**src/rtl/core/pcf_pkg.sv**
```systemverilog
// pcf_pkg: shared types, constants and the crc byte fold for the png chunk framer
// no dependencies
package pcf_pkg;

    localparam logic [31:0] CRC_POLY   = 32'hEDB8_8320;
    localparam logic [31:0] CRC_ONES   = 32'hFFFF_FFFF;
    localparam logic [31:0] TYPE_RESET = 32'h7072_4976;

    localparam logic [1:0] KIND_LEN  = 2'd0;
    localparam logic [1:0] KIND_TYPE = 2'd1;
    localparam logic [1:0] KIND_DATA = 2'd2;
    localparam logic [1:0] KIND_CRC  = 2'd3;

    // byte positions within one item's output sequence
    localparam logic [3:0] POS_LEN0  = 4'd0;
    localparam logic [3:0] POS_LEN3  = 4'd3;
    localparam logic [3:0] POS_TYPE0 = 4'd4;
    localparam logic [3:0] POS_TYPE3 = 4'd7;
    localparam logic [3:0] POS_DATA  = 4'd8;
    localparam logic [3:0] POS_CRC0  = 4'd9;
    localparam logic [3:0] POS_CRC3  = 4'd12;

    typedef struct packed {
        logic       valid;
        logic [3:0] pos;
    } pos_step_t;

    function automatic logic [31:0] crc_fold(input logic [31:0] crc, input logic [7:0] b);
        logic [31:0] c;
        c = crc ^ {24'd0, b};
        for (int k = 0; k < 8; k++) begin
            c = c[0] ? ((c >> 1) ^ CRC_POLY) : (c >> 1);
        end
        return c;
    endfunction

endpackage

```
**src/rtl/core/pcf_if.sv**
```systemverilog
// pcf_if: valid/ready channel interfaces for payload items and framed bytes
// depends on nothing
interface pcf_payload_if;
    logic        valid;
    logic        ready;
    logic [7:0]  data_byte;
    logic        has_data;
    logic        is_last;
    logic [30:0] chunk_length;

    modport source (output valid, output data_byte, output has_data, output is_last,
                    output chunk_length, input ready);
    modport sink   (input valid, input data_byte, input has_data, input is_last,
                    input chunk_length, output ready);
endinterface

interface pcf_framed_if;
    logic       valid;
    logic       ready;
    logic [7:0] out_byte;
    logic [1:0] out_kind;
    logic       out_last;

    modport source (output valid, output out_byte, output out_kind, output out_last,
                    input ready);
    modport sink   (input valid, input out_byte, input out_kind, input out_last,
                    output ready);
endinterface

```
**src/rtl/core/png_chunk_framer.sv**
```systemverilog
// png_chunk_framer: frames png chunks (length, type, data, crc-32) from payload items
// depends on pcf_pkg and the channel interfaces in pcf_if.sv
//
// usage:
//   payload carries one item per handshake: a data byte with has_data, is_last and
//   chunk_length (read on the first item of a chunk only). framed carries one byte per
//   handshake with its kind (length, type, data, crc) and a last flag on the final
//   crc byte. cfg_we/cfg_wdata write the four type bytes, used from the next header.
//   an accepted item sits in an item register and is serialized into the output
//   register, one byte per cycle unless the receiver stalls: a mid-chunk data item
//   sends its data byte; an opening item sends length and type bytes, then data if
//   it has any; a closing item then sends the four crc bytes.
//   the next item is accepted in the cycle the current item's final byte moves to the
//   output register. a stalled receiver holds the output register and, behind it,
//   the item register; nothing is dropped. reset clears valid flags, sets the crc to
//   all ones, leaves the block outside a chunk and the type register at "prIv".
module png_chunk_framer
    import pcf_pkg::*;
(
    input  logic               clk,
    input  logic               rst_n,
    pcf_payload_if.sink        payload,
    pcf_framed_if.source       framed,
    input  logic               cfg_we,
    input  logic [31:0]        cfg_wdata
);

    logic [31:0] chunk_type_reg;
    logic [31:0] crc_reg, crc_next;
    logic        inside_reg, inside_next;

    logic        slot_valid_reg, slot_valid_next;
    logic [3:0]  pos_reg, pos_next;
    logic        hdr_reg, hd_reg, il_reg;
    logic [7:0]  data_reg;
    logic [30:0] len_reg;
    logic [31:0] type_reg;

    logic        ovalid_reg, ovalid_next;
    logic [7:0]  obyte_reg, obyte_next;
    logic [1:0]  okind_reg, okind_next;
    logic        olast_reg, olast_next;

    logic        fire, accept, in_hdr;
    pos_step_t   step, first;
    logic [7:0]  cur_byte;
    logic [1:0]  cur_kind;
    logic [31:0] fin;

    function automatic pos_step_t next_after(input logic [3:0] p, input logic hdr,
                                             input logic hd, input logic il);
        pos_step_t r;
        r.valid = 1'b0;
        r.pos   = POS_LEN0;
        if (hdr && p < POS_TYPE3) begin
            r.valid = 1'b1;
            r.pos   = p + 4'd1;
        end else if (hd && p < POS_DATA) begin
            r.valid = 1'b1;
            r.pos   = POS_DATA;
        end else if (il && p < POS_CRC0) begin
            r.valid = 1'b1;
            r.pos   = POS_CRC0;
        end else if (p >= POS_CRC0 && p < POS_CRC3) begin
            r.valid = 1'b1;
            r.pos   = p + 4'd1;
        end
        return r;
    endfunction

    assign fin    = crc_reg ^ CRC_ONES;
    assign in_hdr = !inside_reg;
    assign fire   = slot_valid_reg && (!ovalid_reg || framed.ready);
    assign step   = next_after(pos_reg, hdr_reg, hd_reg, il_reg);

    assign payload.ready = !slot_valid_reg || (fire && !step.valid);
    assign accept        = payload.valid && payload.ready;

    always_comb
    begin
        first.valid = 1'b1;
        first.pos   = POS_LEN0;
        if (in_hdr) begin
            first.pos = POS_LEN0;
        end else if (payload.has_data) begin
            first.pos = POS_DATA;
        end else if (payload.is_last) begin
            first.pos = POS_CRC0;
        end else begin
            first.valid = 1'b0;
        end
    end

    always_comb
    begin
        cur_byte = data_reg;
        cur_kind = KIND_DATA;
        case (pos_reg)
            4'd0:    begin cur_byte = {1'b0, len_reg[30:24]}; cur_kind = KIND_LEN; end
            4'd1:    begin cur_byte = len_reg[23:16];         cur_kind = KIND_LEN; end
            4'd2:    begin cur_byte = len_reg[15:8];          cur_kind = KIND_LEN; end
            4'd3:    begin cur_byte = len_reg[7:0];           cur_kind = KIND_LEN; end
            4'd4:    begin cur_byte = type_reg[31:24];        cur_kind = KIND_TYPE; end
            4'd5:    begin cur_byte = type_reg[23:16];        cur_kind = KIND_TYPE; end
            4'd6:    begin cur_byte = type_reg[15:8];         cur_kind = KIND_TYPE; end
            4'd7:    begin cur_byte = type_reg[7:0];          cur_kind = KIND_TYPE; end
            4'd9:    begin cur_byte = fin[31:24];             cur_kind = KIND_CRC; end
            4'd10:   begin cur_byte = fin[23:16];             cur_kind = KIND_CRC; end
            4'd11:   begin cur_byte = fin[15:8];              cur_kind = KIND_CRC; end
            4'd12:   begin cur_byte = fin[7:0];               cur_kind = KIND_CRC; end
            default: begin cur_byte = data_reg;               cur_kind = KIND_DATA; end
        endcase
    end

    always_comb
    begin
        crc_next        = crc_reg;
        inside_next     = inside_reg;
        slot_valid_next = slot_valid_reg;
        pos_next        = pos_reg;
        ovalid_next     = ovalid_reg && !framed.ready;
        obyte_next      = obyte_reg;
        okind_next      = okind_reg;
        olast_next      = olast_reg;

        if (fire) begin
            ovalid_next = 1'b1;
            obyte_next  = cur_byte;
            okind_next  = cur_kind;
            olast_next  = (pos_reg == POS_CRC3);
            case (pos_reg) inside
                [POS_TYPE0:POS_DATA]: crc_next = crc_fold(crc_reg, cur_byte);
                POS_CRC3:             crc_next = CRC_ONES;
                default:              crc_next = crc_reg;
            endcase
            slot_valid_next = step.valid;
            pos_next        = step.pos;
        end

        if (accept) begin
            inside_next     = !payload.is_last;
            slot_valid_next = first.valid;
            pos_next        = first.pos;
        end
    end

    always_ff @(posedge clk or negedge rst_n)
    begin
        if (!rst_n) begin
            chunk_type_reg <= TYPE_RESET;
            crc_reg        <= CRC_ONES;
            inside_reg     <= 1'b0;
            slot_valid_reg <= 1'b0;
            pos_reg        <= POS_LEN0;
            ovalid_reg     <= 1'b0;
        end else begin
            if (cfg_we) begin
                chunk_type_reg <= cfg_wdata;
            end
            crc_reg        <= crc_next;
            inside_reg     <= inside_next;
            slot_valid_reg <= slot_valid_next;
            pos_reg        <= pos_next;
            ovalid_reg     <= ovalid_next;
        end
    end

    // item and output payload registers
    always_ff @(posedge clk)
    begin
        if (accept) begin
            hdr_reg  <= in_hdr;
            hd_reg   <= payload.has_data;
            il_reg   <= payload.is_last;
            data_reg <= payload.data_byte;
            len_reg  <= payload.chunk_length;
            type_reg <= chunk_type_reg;
        end
        obyte_reg <= obyte_next;
        okind_reg <= okind_next;
        olast_reg <= olast_next;
    end

    assign framed.valid    = ovalid_reg;
    assign framed.out_byte = obyte_reg;
    assign framed.out_kind = okind_reg;
    assign framed.out_last = olast_reg;

endmodule
```
**src/flat_wrapper.sv**
```systemverilog
// flat-port wrapper written by rule: the top's interface ports become plain ports
module png_chunk_framer_flat import pcf_pkg::*;
  (clk, rst_n, cfg_we, cfg_wdata, payload_valid, payload_data_byte, payload_has_data, payload_is_last, payload_chunk_length, payload_ready, framed_valid, framed_out_byte, framed_out_kind, framed_out_last, framed_ready);
  pcf_payload_if payload_i ();
  pcf_framed_if framed_i ();
  input  logic clk;
  input  logic rst_n;
  input  logic cfg_we;
  input  logic [31:0] cfg_wdata;
  input wire logic [$bits(payload_i.valid)-1:0] payload_valid;
  input wire logic [$bits(payload_i.data_byte)-1:0] payload_data_byte;
  input wire logic [$bits(payload_i.has_data)-1:0] payload_has_data;
  input wire logic [$bits(payload_i.is_last)-1:0] payload_is_last;
  input wire logic [$bits(payload_i.chunk_length)-1:0] payload_chunk_length;
  output wire logic [$bits(payload_i.ready)-1:0] payload_ready;
  output wire logic [$bits(framed_i.valid)-1:0] framed_valid;
  output wire logic [$bits(framed_i.out_byte)-1:0] framed_out_byte;
  output wire logic [$bits(framed_i.out_kind)-1:0] framed_out_kind;
  output wire logic [$bits(framed_i.out_last)-1:0] framed_out_last;
  input wire logic [$bits(framed_i.ready)-1:0] framed_ready;
  assign payload_i.valid = payload_valid;
  assign payload_i.data_byte = payload_data_byte;
  assign payload_i.has_data = payload_has_data;
  assign payload_i.is_last = payload_is_last;
  assign payload_i.chunk_length = payload_chunk_length;
  assign payload_ready = payload_i.ready;
  assign framed_valid = framed_i.valid;
  assign framed_out_byte = framed_i.out_byte;
  assign framed_out_kind = framed_i.out_kind;
  assign framed_out_last = framed_i.out_last;
  assign framed_i.ready = framed_ready;
  png_chunk_framer u_core (.clk(clk), .rst_n(rst_n), .payload(payload_i), .framed(framed_i), .cfg_we(cfg_we), .cfg_wdata(cfg_wdata));
endmodule
```
**config.mk**
```make
export PLATFORM = sky130hd
export DESIGN_NAME = png_chunk_framer_flat
export DESIGN_NICKNAME = d
export VERILOG_FILES = /design/src/rtl/core/pcf_pkg.sv /design/src/rtl/core/pcf_if.sv /design/src/rtl/core/png_chunk_framer.sv /design/src/flat_wrapper.sv
export SDC_FILE = /design/constraint.sdc
export NUM_CORES = 1
export LEC_CHECK = 0
export BUFFER_PORTS_ARGS = -buffer_cell sky130_fd_sc_hd__clkbuf_2
export CAP_MARGIN = 20
export CORE_MARGIN = 10
export CORE_UTILIZATION = 53
export DETAILED_ROUTE_END_ITERATION = 16
export PLACE_DENSITY_LB_ADDON = 0.05
export SLEW_MARGIN = 20
export SYNTH_ARGS = -nofsm -noshare
export SYNTH_HDL_FRONTEND = slang
export SYNTH_SLANG_ARGS = --single-unit
```
**constraint.sdc**
```tcl
create_clock -name clk -period 4 [get_ports clk]
set_input_delay 0.4 -clock clk [delete_from_list [all_inputs] [get_ports clk]]
set_output_delay 0.4 -clock clk [all_outputs]
set_load 0.01 [all_outputs]
```
# --- Yosys cells after proc, flatten, opt, wreduce, memory -nomap -nowiden ---
# Index checks and enable logic that the tools add are counted.
# Widths: inputs -> output; s select.
totals:
  register_bits: 156
  output_inout_bits: 13
  word_cells: 95
classes:
  n_reduce_logical: 24
  magnitude_cmp: 7
  add_sub_neg: 1
  muxes: 27
  bitwise: 10
  n_eq_ne: 11
ops:
  columns: ["op", "n"]
  rows:
  - ["$mux 32", 10]
  - ["$not 13->14", 8]
  - ["$pmux 8 s12", 1]
  - ["$not 32->32", 1]
  - ["$xor 32x8->32", 1]
  - ["$mux 4", 5]
  - ["$mux 5", 4]
  - ["$eq 4x3->1 const B", 4]
  - ["$eq 4x4->1 const B", 4]
  - ["$lt 4x4->1 const B", 3]
  - ["$reduce_or 4->1", 3]
  - ["$logic_and 1x1->1", 9]
  - ["$eq 4x2->1 const B", 2]
  - ["$logic_not 1->1", 6]
  - ["$mux 1", 6]
  - ["$pmux 2 s3", 1]
  - ["$add 4x1->4 const B", 1]
  - ["$eq 4x1->1 const B", 1]
  - ["$ge 4x3->1 const B", 1]
  - ["$ge 4x4->1 const B", 1]
  - ["$le 4x4->1 const B", 1]
  - ["$logic_not 4->1", 1]
  - ["$lt 4x3->1 const B", 1]
  - ["$reduce_bool 2->1", 2]
  - ["other kinds (2)", 3]

# --- Logic depth before layout (Yosys ltp) ---
# Gate-level depths: netlist (run 1).
logic_depth:
  depth_word: 20
  mapped_depth: 14
  ltp_nobuf: 11

# --- Least setup slack after synthesis (run 1) ---
# OpenSTA, ideal clock, no wires.
synth_path:
  kind: "register to register"
  start: "register u_core.pos_reg[3]"
  end: "register u_core.data_reg[0], enable pin"
  path_buffers: 4
  slack_ps: 205
  arrival_ps: 3367
  period_less_slack_ps: 3795
  path_stages_with_launch: 13
  path_cell_list: "dfrtp_1 buf_6 buf_6 buf_2 buf_1 nand2_1 nor2_1 o22ai_1 o21ai_0 o2111ai_1 nand2_1 nand2_1 inv_1"
synth_between:
  elab_chain_len: 10
  elab_cells_between_ends: 17
  classes_between: "5 x order compare; 4 x mux; 8 x reduce/logical"
synth_rtl:
  columns: ["item", "line", "rtl"]
  rows:
  - ["start, declared", "png_chunk_framer.sv:33", "logic [3:0] pos_reg, pos_next;"]
  - ["start signal, assigned", "png_chunk_framer.sv:163", "pos_reg <= pos_next;"]
  - ["$ge 4x4->1 or $lt 4x4->1 (tied branches)", "png_chunk_framer.sv:64", "end else if (p >= POS_CRC0 && p < POS_CRC3) begin"]
  - ["$logic_and 1x1->1", "png_chunk_framer.sv:64", null]
  - ["$mux 5", "png_chunk_framer.sv:64", null]
  - ["$mux 5", "png_chunk_framer.sv:61", "end else if (il && p < POS_CRC0) begin"]
  - ["$mux 5", "png_chunk_framer.sv:58", "end else if (hd && p < POS_DATA) begin"]
  - ["$mux 5 *", "png_chunk_framer.sv:55", "if (hdr && p < POS_TYPE3) begin"]
  - ["$logic_not 1->1 *", "png_chunk_framer.sv:76", "assign payload.ready = !slot_valid_reg || (fire && !step.valid);"]
  - ["$logic_and 1x1->1 *", "png_chunk_framer.sv:76", null]
  - ["$logic_or 1x1->1 *", "png_chunk_framer.sv:76", null]
  - ["named net payload_ready", "flat_wrapper.sv:15", "output wire logic [$bits(payload_i.ready)-1:0] payload_ready;"]
  - ["$logic_and 1x1->1 *", "png_chunk_framer.sv:77", "assign accept = payload.valid && payload.ready;"]
  - ["end signal, assigned", "png_chunk_framer.sv:175", "data_reg <= payload.data_byte;"]
  - ["end, declared", "png_chunk_framer.sv:35", "logic [7:0] data_reg;"]
# The timed path passes the listed nets; every way through them passes the cells marked *.
# A chain may end at the register's enable or synchronous reset.

# --- Worst setup path after layout (run 1) ---
layout_path:
  start: "register u_core.pos_reg[0]"
  end: "register u_core.crc_reg[17]"
layout_between:
  elab_chain_len: 16
  elab_cells_between_ends: 32
  classes_between: "2 x order compare; 11 x eq/ne; 10 x mux; 5 x bitwise; 4 x reduce/logical"
layout_rtl:
  columns: ["item", "line", "rtl"]
  rows:
  - ["$eq 4x4->1 (tied with other cells)", "png_chunk_framer.sv:98", "case (pos_reg)"]
  - ["$pmux 8 s12", "png_chunk_framer.sv:98", null]
  - ["$xor 32x8->32", "pcf_pkg.sv:30", "c = crc ^ {24'd0, b};"]
  - ["$mux 32", "pcf_pkg.sv:32", "c = c[0] ? ((c >> 1) ^ CRC_POLY) : (c >> 1);"]
  - ["$not 13->14 (no source line)", null, null]
  - ["$mux 32 (2 in a row)", "pcf_pkg.sv:32", null]
  - ["$not 13->14 (no source line)", null, null]
  - ["$mux 32", "pcf_pkg.sv:32", null]
  - ["$not 13->14 (no source line)", null, null]
  - ["$mux 32", "pcf_pkg.sv:32", null]
  - ["$not 13->14 (no source line)", null, null]
  - ["$mux 32 (3 in a row)", "pcf_pkg.sv:32", null]
  - ["$mux 32", "png_chunk_framer.sv:131", "case (pos_reg) inside"]
  - ["end signal, assigned", "png_chunk_framer.sv:160", "crc_reg <= crc_next;"]
  - ["end, declared", "png_chunk_framer.sv:29", "logic [31:0] crc_reg, crc_next;"]
# Several ways; a longest one is shown, not always the timed one.

==> impl_metrics.py, run 1 <==
metrics = {
    "logic_synthesis": {
        "synth_top_family_by_area": "compound AO/OA/AOI/OAI gates",
        "syn-mean-instance-area_um2": 12.9,
        "synthCells": 578,
        "ys.flop_type": "edfxtp_1",
        "synthXorXnorAreaFrac_pct": 10.0,
        "synthSimpleGateAreaFrac_pct": 9.69,
        "synth-seq-area-share_pct": 58.8,
        "syn_nets": 662,
        "synth-edff-count": 85,
        "yosys_warnings": 0,
        "syn-cell-area_mm2": 0.00746,
        "async_flop_share_pct": 45.5,
        "synth-seq-cells": 156,
        "synthAdderAreaFrac_pct": 1.01,
        "ys_types": 70,
        "muxShareOfSynthArea_pct": 6.27,
        "synth_compound_area_share_pct": 11.3,
    },
    "route": {
        "drtIter0Drc": 377,
        "ant_nets": 0,
        "drt_first_pass_iters": 5,
        "route.vias.total": 4883,
        "avgRoutedWirePerCell_um": 19.9,
        "wirelength_um": 17400,
        "drc": 0,
        "viasPerCell": 5.57,
    },
    "cts": {
        "cts_max_level": 4,
        "cts-root-buf": "clkbuf_16",
        "numCtsBuffers": 17,
        "holdBufCountCts": 0,
        "clk_pin_slew_ns": 0.06,
        "post_cts_resized": 0,
        "cts_setup_buffers": 0,
        "insertion_delay_ns": 0.43,
        "cts_tree": "built",
        "cts_buffer_depth": 2,
        "clock-sinks": 156,
    },
    "global_route": {
        "grt_max_degree": 41,
        "grtUsageTotal_pct": 18.3,
        "first_global_vias": 5008,
        "gr-total-overflow": 0,
        "grt_first_pass_wirelength_um": 27900,
        "antenna_found_initial": 0,
    },
    "timing": {
        "fin_setup_tns_ns": 0,
        "hold_viol_final": 0,
        "relSlewSlack_pct": 44.8,
        "period_share_pct": 89.3,
        "drv_slew": 0,
        "period_needed_ns": 3.57,
        "worst_slew_pin_slew_ns": 0.827,
        "skew_ns": 0.0142,
        "rsz0062_at_grt": "false",
        "setup_viol": 0,
        "fmax_mhz": 280,
    },
    "worst_setup_path": {
        "required_ns": 4.35,
        "r2r-end": "u_core.crc_reg[17]$_DFFE_PN1P_",
        "critPathKind": "reg2reg",
        "crit_arrival_ns": 3.92,
        "worstRegToRegCells": 12,
        "crit_fanout": 18,
        "r2r_slack_ns": 0.43,
        "startpoint_type": "register",
        "r2r_start": "u_core.pos_reg[0]$_DFFE_PN0P_",
        "crit_path_end_kind": "register",
    },
    "layout": {
        "diodes": 0,
        "drive_above_1_share_pct": 35.8,
        "num-fill-cells": 1080,
        "syn2layout_area_growth_pct": 17.3,
        "final-seq-area_mm2": 0.00439,
        "num-nets-final": 767,
        "multiInputGateArea_mm2": 0.00286,
    },
    "run": {
        "drv_cap": 0,
    },
    "die": {
        "die_area_mm2": 0.0192,
        "rows": 43,
        "start_util_pct": 53.9,
        "ios": 91,
        "coreArea_mm2": 0.0138,
        "die_h_um": 139,
        "chipWidth_um": 139,
    },
    "min_path": {
        "hold_path_class": "in2async",
    },
    "placement": {
        "hpwl_um": 12900,
        "place_congestion": 0.904,
        "io_buffers": 90,
    },
    "run_status": {
        "status": "finished clean",
    },
}
-- worst max-delay path, stage by stage (launching register included) --
cell     delay, ns
dfrtp_1       0.43
inv_1         0.15
ha_1          0.16
buf_4         0.23
inv_1         0.12
nand2_1       0.17
o21a_1        0.51
mux2i_1       0.24
xnor2_2       0.49
xor2_1        0.30
xor2_1        0.27
xnor3_1       0.25
o22a_1        0.17
-- cells in the mapped netlist, types with 9 or more instances --
library cell	n	share of area, %
nor2b_1	24	2.0
inv_1	15	0.75
a21oi_1	40	2.7
clkbuf_1	9	0.45
dfrtp_1	24	8.1
nand2_1	32	1.6
dfstp_2	47	17
mux2_2	36	5.4
nor2_1	42	2.1
xnor2_1	26	3.1
xor2_1	24	2.8
buf_2	11	0.74
nand2b_1	13	1.1
edfxtp_1	85	34
o21ai_0	27	1.8
-- cells in the final DEF (no fill, tap or decap), types with 17 or more instances in the layout --
cell	synthesis	layout
a21oi_1	40	39
buf_4	1	24
clkbuf_16	0	17
clkbuf_2	0	89
dfrtp_1	24	24
dfstp_2	47	47
edfxtp_1	85	85
mux2_2	36	36
nand2_1	32	32
nor2_1	42	42
nor2b_1	24	24
o21ai_0	27	27
xnor2_1	26	26
xor2_1	24	24
-- logic make-up after synthesis --
kind of cell / Yosys count
AOI/OAI and AO/OA: 126
DFF: 156
muxes: 41
buffers and inverters: 45
and+or+nand+nor: 138
adders and majority gates: 6
xor gates and xnor gates: 66
-- layer usage --
layer	vias up	wire, um	track usage, %
li1	2310	-	-
met1	2411	8080	25.4
met3	13	1110	5.38
met5	-	0	0
met4	0	226	5.05
met2	149	8020	27.4
-- area by class of cell --
class	instances	share of cell area, %
Tap cell	180	2.57
Clock inverter	11	1.23
Multi-Input combinational cell	377	32.7
Inverter	16	0.686
Timing Repair Buffer	115	7.43
Sequential cell	156	50.1
Clock buffer	21	5.26
-- worst max path at each step --
| stage | startpoint | endpoint | slack [ns] | cells past startpoint |
|---|---|---|---|---|
| 6_report | u_core.pos_reg[0]$_DFFE_PN0P_ | u_core.crc_reg[17]$_DFFE_PN1P_ | 0.43 | 12 |
| 2_1_floorplan | u_core.pos_reg[3]$_DFFE_PN0P_ | u_core.data_reg[0]$_DFFE_PN_ | 0.21 | 12 |
| 5_1_grt | u_core.pos_reg[0]$_DFFE_PN0P_ | u_core.crc_reg[17]$_DFFE_PN1P_ | 0.1 | 12 |
| 4_1_cts | u_core.pos_reg[0]$_DFFE_PN0P_ | u_core.crc_reg[17]$_DFFE_PN1P_ | 0.45 | 12 |
| 3_3_place_gp | u_core.pos_reg[0]$_DFFE_PN0P_ | u_core.crc_reg[17]$_DFFE_PN1P_ | 0.61 | 12 |
| 3_5_place_dp | u_core.pos_reg[0]$_DFFE_PN0P_ | u_core.crc_reg[19]$_DFFE_PN1P_ | 0.44 | 13 |
-- through the flow --
stage	hold slack, ns	std cells	utilization [%]	worst slack (ns)	cell area, um^2
2_1_floorplan	0.104	578	-	0.205	7460
3_3_place_gp	0.429	844	59.2	0.607	8180
3_5_place_dp	0.438	844	59.2	0.438	8180
4_1_cts	0.0772	876	63.3	0.451	8750
5_1_grt	0.106	876	63.3	0.0997	8750
6_report	0.0670	876	63.3	0.429	8750
Power of run 1 is not shown: default switching activity piles up to over one toggle a cycle in this logic, so the estimate is an artifact.
==> inputs of run 2 (changes only) <==
--- a/constraint.sdc
+++ b/constraint.sdc
@@ -3,2 +3,2 @@
 set_output_delay 0.4 -clock clk [all_outputs]
-set_load 0.01 [all_outputs]
+set_load 0.1 [all_outputs]
==> impl_metrics.py, run 2 (same netlist as run 1, synthesis figures left out) <==
metrics = {
    "timing": {
        "worst_slew_pin_slew_ns": 0.879,
        "period_share_pct": 93.2,
        "drv_slew": 0,
        "finalWorstSetupSlack_ns": 0.271,
        "skew_ns": 0.00762,
        "setup_viol": 0,
        "hold_slack_ns": 0.0941,
        "relSlewSlack_pct": 41.4,
        "rsz0062_at_grt": "false",
        "fin_setup_tns_ns": 0,
        "period_needed_ns": 3.73,
        "hold_viol_final": 0,
        "fmax_mhz": 268,
    },
    "worst_setup_path": {
        "crit_chain": "inv_1 > ha_1 > inv_1 > a31oi_1 > o21a_1 > buf_4 > o21ai_0 > o211ai_4 > xor2_4 > xor2_1 > xnor3_1 > a21oi_1",
        "critical_path.max_stage_delay_ns": 0.44,
        "startpoint_type": "register",
        "crit_slowest_cell": "o211ai_4",
        "crit_fanout": 9,
        "required_ns": 4.36,
        "crit_path_end_kind": "register",
        "critPathKind": "reg2reg",
        "crit_arrival_ns": 4.09,
        "crit_top_cell": "inv_1",
    },
    "global_route": {
        "gr-total-overflow": 0,
        "grt_first_pass_wirelength_um": 28400,
        "antenna_found_initial": 0,
        "first_global_vias": 5096,
        "grtUsageTotal_pct": 18.6,
        "grt_max_degree": 72,
    },
    "route": {
        "wirelength_um": 17900,
        "viasPerCell": 5.57,
        "avgRoutedWirePerCell_um": 20.5,
        "ant_nets": 0,
        "drtIter0Drc": 396,
        "drc": 0,
        "drt_first_pass_iters": 7,
        "route.vias.total": 4877,
    },
    "layout": {
        "layout_commonest_cell": "clkbuf_2",
        "num-nets-final": 766,
        "final_cell_mix": "clkbuf_2 (89), edfxtp_1 (85), dfstp_2 (47)",
        "diodes": 0,
        "drive_above_1_share_pct": 36.3,
        "syn2layout_area_growth_pct": 17.6,
        "num-fill-cells": 1073,
    },
    "die": {
        "die_area_mm2": 0.0192,
        "die_h_um": 139,
        "chipWidth_um": 139,
        "start_util_pct": 53.9,
        "rows": 43,
        "coreArea_mm2": 0.0138,
        "ios": 91,
    },
    "cts": {
        "numCtsBuffers": 17,
        "clock-sinks": 156,
        "clk_pin_slew_ns": 0.07,
        "cts-root-buf": "clkbuf_16",
        "cts_buffer_depth": 2,
        "holdBufCountCts": 0,
        "cts_tree": "built",
        "insertion_delay_ns": 0.43,
        "cts_max_level": 4,
    },
    "run": {
        "drv_cap": 0,
    },
    "placement": {
        "pre_cts_slack_ns": 0.182,
        "place_congestion": 0.901,
        "hpwl_um": 13200,
        "io_buffers": 90,
    },
    "run_status": {
        "status": "finished clean",
    },
    "min_path": {
        "hold_path_class": "in2async",
    },
}
==> run 2: worst max-delay path, delay by kind of cell, from the launching register on <==
family,cells,cell delay (ns)
flops,1,0.43
compound gates,5,1.43
buf+inv,3,0.49
fa+ha+maj,1,0.43
xor+xnor,3,0.87
==> run 2: routing by layer <==
metal  up-vias  routed length (um)  track usage, %
met5         -                   0               0
met1      2416                8400            26.0
met4         0                 252            5.44
li1       2297                   -               -
met3        16                 934            5.27
met2       148                8340            27.4
==> run 2: stage by stage <==
step | cells | util (%) | cell area [um^2]
detailed placement | 843 | 59.3 | 8190
global route | 875 | 63.4 | 8770
CTS | 875 | 63.4 | 8770
floorplan | 578 | - | 7470
global placement | 843 | 59.3 | 8190
finish | 875 | 63.4 | 8770
==> run 2: layout make-up <==
cell class	count	area, um^2	area share (%)
tap	180	225	2.57
sequential	156	4390	50.0
timing repair buffer	114	656	7.47
multi-input combinational	377	2860	32.6
clock buffer	19	454	5.18
clock inverter	13	121	1.38
inverter	16	63.8	0.727
==> run 2: final timing paths <==
path / to / slack, ns / depth (start not counted) / start
setup / recovery: u_core.crc_reg[26]$_DFFE_PN1P_ / 0.27 / 12 / u_core.pos_reg[1]$_DFFE_PN0P_
hold / removal: u_core.framed.valid$_DFF_PN0_ / 0.09 / 1 / rst_n
setup reg to reg: u_core.crc_reg[26]$_DFFE_PN1P_ / 0.27 / 12 / u_core.pos_reg[1]$_DFFE_PN0P_
hold reg to reg: u_core.type_reg[27]$_DFFE_PN_ / 0.45 / 0 / u_core.chunk_type_reg[27]$_DFFE_PN0P_
max in group asynchronous: u_core.chunk_type_reg[6]$_DFFE_PN1P_ / 2.88 / 2 / rst_n
min in group clk: u_core.len_reg[22]$_DFFE_PN_ / 0.15 / 1 / payload_chunk_length[22]
==> run 2: what timing repair did <==
item	CTS	global route
gates resized for setup	0	1
setup endpoints to repair	0	2
buffers inserted	0	0
Power of run 2 is left out for the same reason.
==> inputs of run 3 (changes only) <==
- CORE_UTILIZATION: 53 -> 54
- CTS_BUF_LIST: unset -> sky130_fd_sc_hd__clkbuf_4 sky130_fd_sc_hd__clkbuf_8
==> impl_metrics.py, run 3 (same netlist as run 1, synthesis figures left out) <==
metrics = {
    "run_status": {
        "status": "finished clean",
    },
    "route": {
        "drc": 0,
        "drtIter0Drc": 435,
        "route.vias.total": 4976,
        "avgRoutedWirePerCell_um": 20.2,
        "drt_first_pass_iters": 5,
        "viasPerCell": 5.73,
        "wirelength_um": 17600,
        "ant_nets": 0,
    },
    "layout": {
        "diodes": 0,
        "syn2layout_area_growth_pct": 14.4,
        "final_cell_mix": "clkbuf_2 (89), edfxtp_1 (85), dfstp_2 (47)",
        "design_area_mm2": 0.00854,
        "multiInputGateArea_mm2": 0.00286,
        "num-nets-final": 763,
        "final_util_pct": 63.7,
        "final-seq-area_mm2": 0.00439,
        "layout_commonest_cell": "clkbuf_2",
        "num-fill-cells": 1044,
        "drive_above_1_share_pct": 36.1,
    },
    "cts": {
        "cts_tree": "built",
        "cts-root-buf": "clkbuf_8",
        "clk_pin_slew_ns": 0.09,
        "insertion_delay_ns": 0.48,
        "numCtsBuffers": 17,
        "cts_max_level": 4,
        "clock-sinks": 156,
        "cts_setup_buffers": 0,
        "cts_buffer_depth": 2,
    },
    "worst_setup_path": {
        "crit_buf_inv": 2,
        "crit_path_end_kind": "register",
        "worstRegToRegCells": 12,
        "crit_arrival_ns": 4.02,
        "critPathKind": "reg2reg",
        "crit_slowest_cell": "or4b_1",
        "r2r_start": "u_core.pos_reg[0]$_DFFE_PN0P_",
        "r2r-end": "u_core.crc_reg[26]$_DFFE_PN1P_",
        "crit_family": "compound AO/OA/AOI/OAI gates",
        "required_ns": 4.41,
        "r2r_slack_ns": 0.38,
        "crit_fanout": 12,
        "crit_chain": "inv_1 > ha_1 > buf_4 > a222oi_1 > a2bb2oi_1 > nor2_1 > or4b_1 > o211ai_4 > xor2_4 > xor2_1 > xnor3_1 > a21oi_1",
        "startpoint_type": "register",
        "critical_path.max_stage_delay_ns": 0.54,
    },
    "timing": {
        "drv_slew": 0,
        "fin_setup_tns_ns": 0,
        "setup_viol": 0,
        "skew_ns": 0.0143,
        "worst_slew_pin_slew_ns": 0.782,
        "rsz0062_at_grt": "false",
        "relSlewSlack_pct": 47.9,
        "period_needed_ns": 3.62,
        "hold_slack_ns": 0.0953,
        "fmax_mhz": 277,
        "hold_viol_final": 0,
        "period_share_pct": 90.4,
    },
    "die": {
        "die_h_um": 138,
        "die_area_mm2": 0.0189,
        "coreArea_mm2": 0.0134,
        "rows": 42,
        "start_util_pct": 55.7,
        "ios": 91,
        "chipWidth_um": 138,
    },
    "run": {
        "drv_cap": 0,
    },
    "min_path": {
        "hold_path_class": "in2reg",
        "worstHoldEndpoint": "u_core.len_reg[28]$_DFFE_PN_",
        "hold_depth": 1,
        "hp-start": "payload_chunk_length[28]",
    },
    "global_route": {
        "grtUsageTotal_pct": 19.5,
        "gr-total-overflow": 0,
        "grt_first_pass_wirelength_um": 27900,
        "antenna_found_initial": 0,
        "first_global_vias": 5140,
        "grt_max_degree": 76,
    },
    "placement": {
        "hpwl_um": 12800,
        "io_buffers": 90,
        "placed_area_mm2": 0.00815,
        "place_congestion": 0.894,
    },
}
run 3: cell types whose count changed in the layout (fill, tap and decap cells not counted):
cell,previous run,this run
buf_12,2,1
bufinv_16,0,1
buf_4,22,20
inv_6,4,6
inv_8,5,1
clkbuf_16,18,0
clkbuf_1,1,0
clkbuf_4,0,2
inv_4,0,1
clkbuf_8,0,17
run 3: how the worst max path moves through the flow:
stage | start | endpoint | slack [ns] | cells past startpoint
after floorplan | u_core.pos_reg[1]$_DFFE_PN0P_ | u_core.data_reg[0]$_DFFE_PN_ | 0.21 | 11
after global placement | u_core.pos_reg[0]$_DFFE_PN0P_ | u_core.crc_reg[26]$_DFFE_PN1P_ | 0.44 | 12
after detailed placement | u_core.pos_reg[0]$_DFFE_PN0P_ | u_core.crc_reg[26]$_DFFE_PN1P_ | 0.26 | 12
after CTS | u_core.pos_reg[0]$_DFFE_PN0P_ | u_core.crc_reg[26]$_DFFE_PN1P_ | 0.26 | 12
after global routing | u_core.pos_reg[0]$_DFFE_PN0P_ | u_core.crc_reg[26]$_DFFE_PN1P_ | 0.14 | 12
final | u_core.pos_reg[0]$_DFFE_PN0P_ | u_core.crc_reg[26]$_DFFE_PN1P_ | 0.38 | 12
run 3: per-stage QoR:
step	setup WS, ns	instances
after floorplan	0.210	578
after global placement	0.444	836
after detailed placement	0.262	836
after CTS	0.263	868
after global routing	0.140	868
final	0.385	868
run 3: cell type report:
class	instances	area share, %
multi-input cells	377	33.6
flip-flops and latches	156	51.4
inverters	16	0.748
repair buffers	111	7.27
clock buffers	19	2.92
well taps	176	2.58
clock inverters	13	1.52
run 3: layer usage:
metal | part of all wire (%) | vias up | GRT usage (%)
met5 | 0 | - | 0
met4 | 2.1 | 0 | 6.79
met3 | 7.0 | 32 | 6.12
met2 | 46 | 181 | 29.4
met1 | 45 | 2470 | 26.0
li1 | - | 2293 | -
run 3: repair_timing:
action / 4_1_cts / 5_1_grt
hold buffers: 0 / 0
setup endpoints to repair: 0 / 1
resized for setup: 0 / 1
Power of run 3 is left out for the same reason.
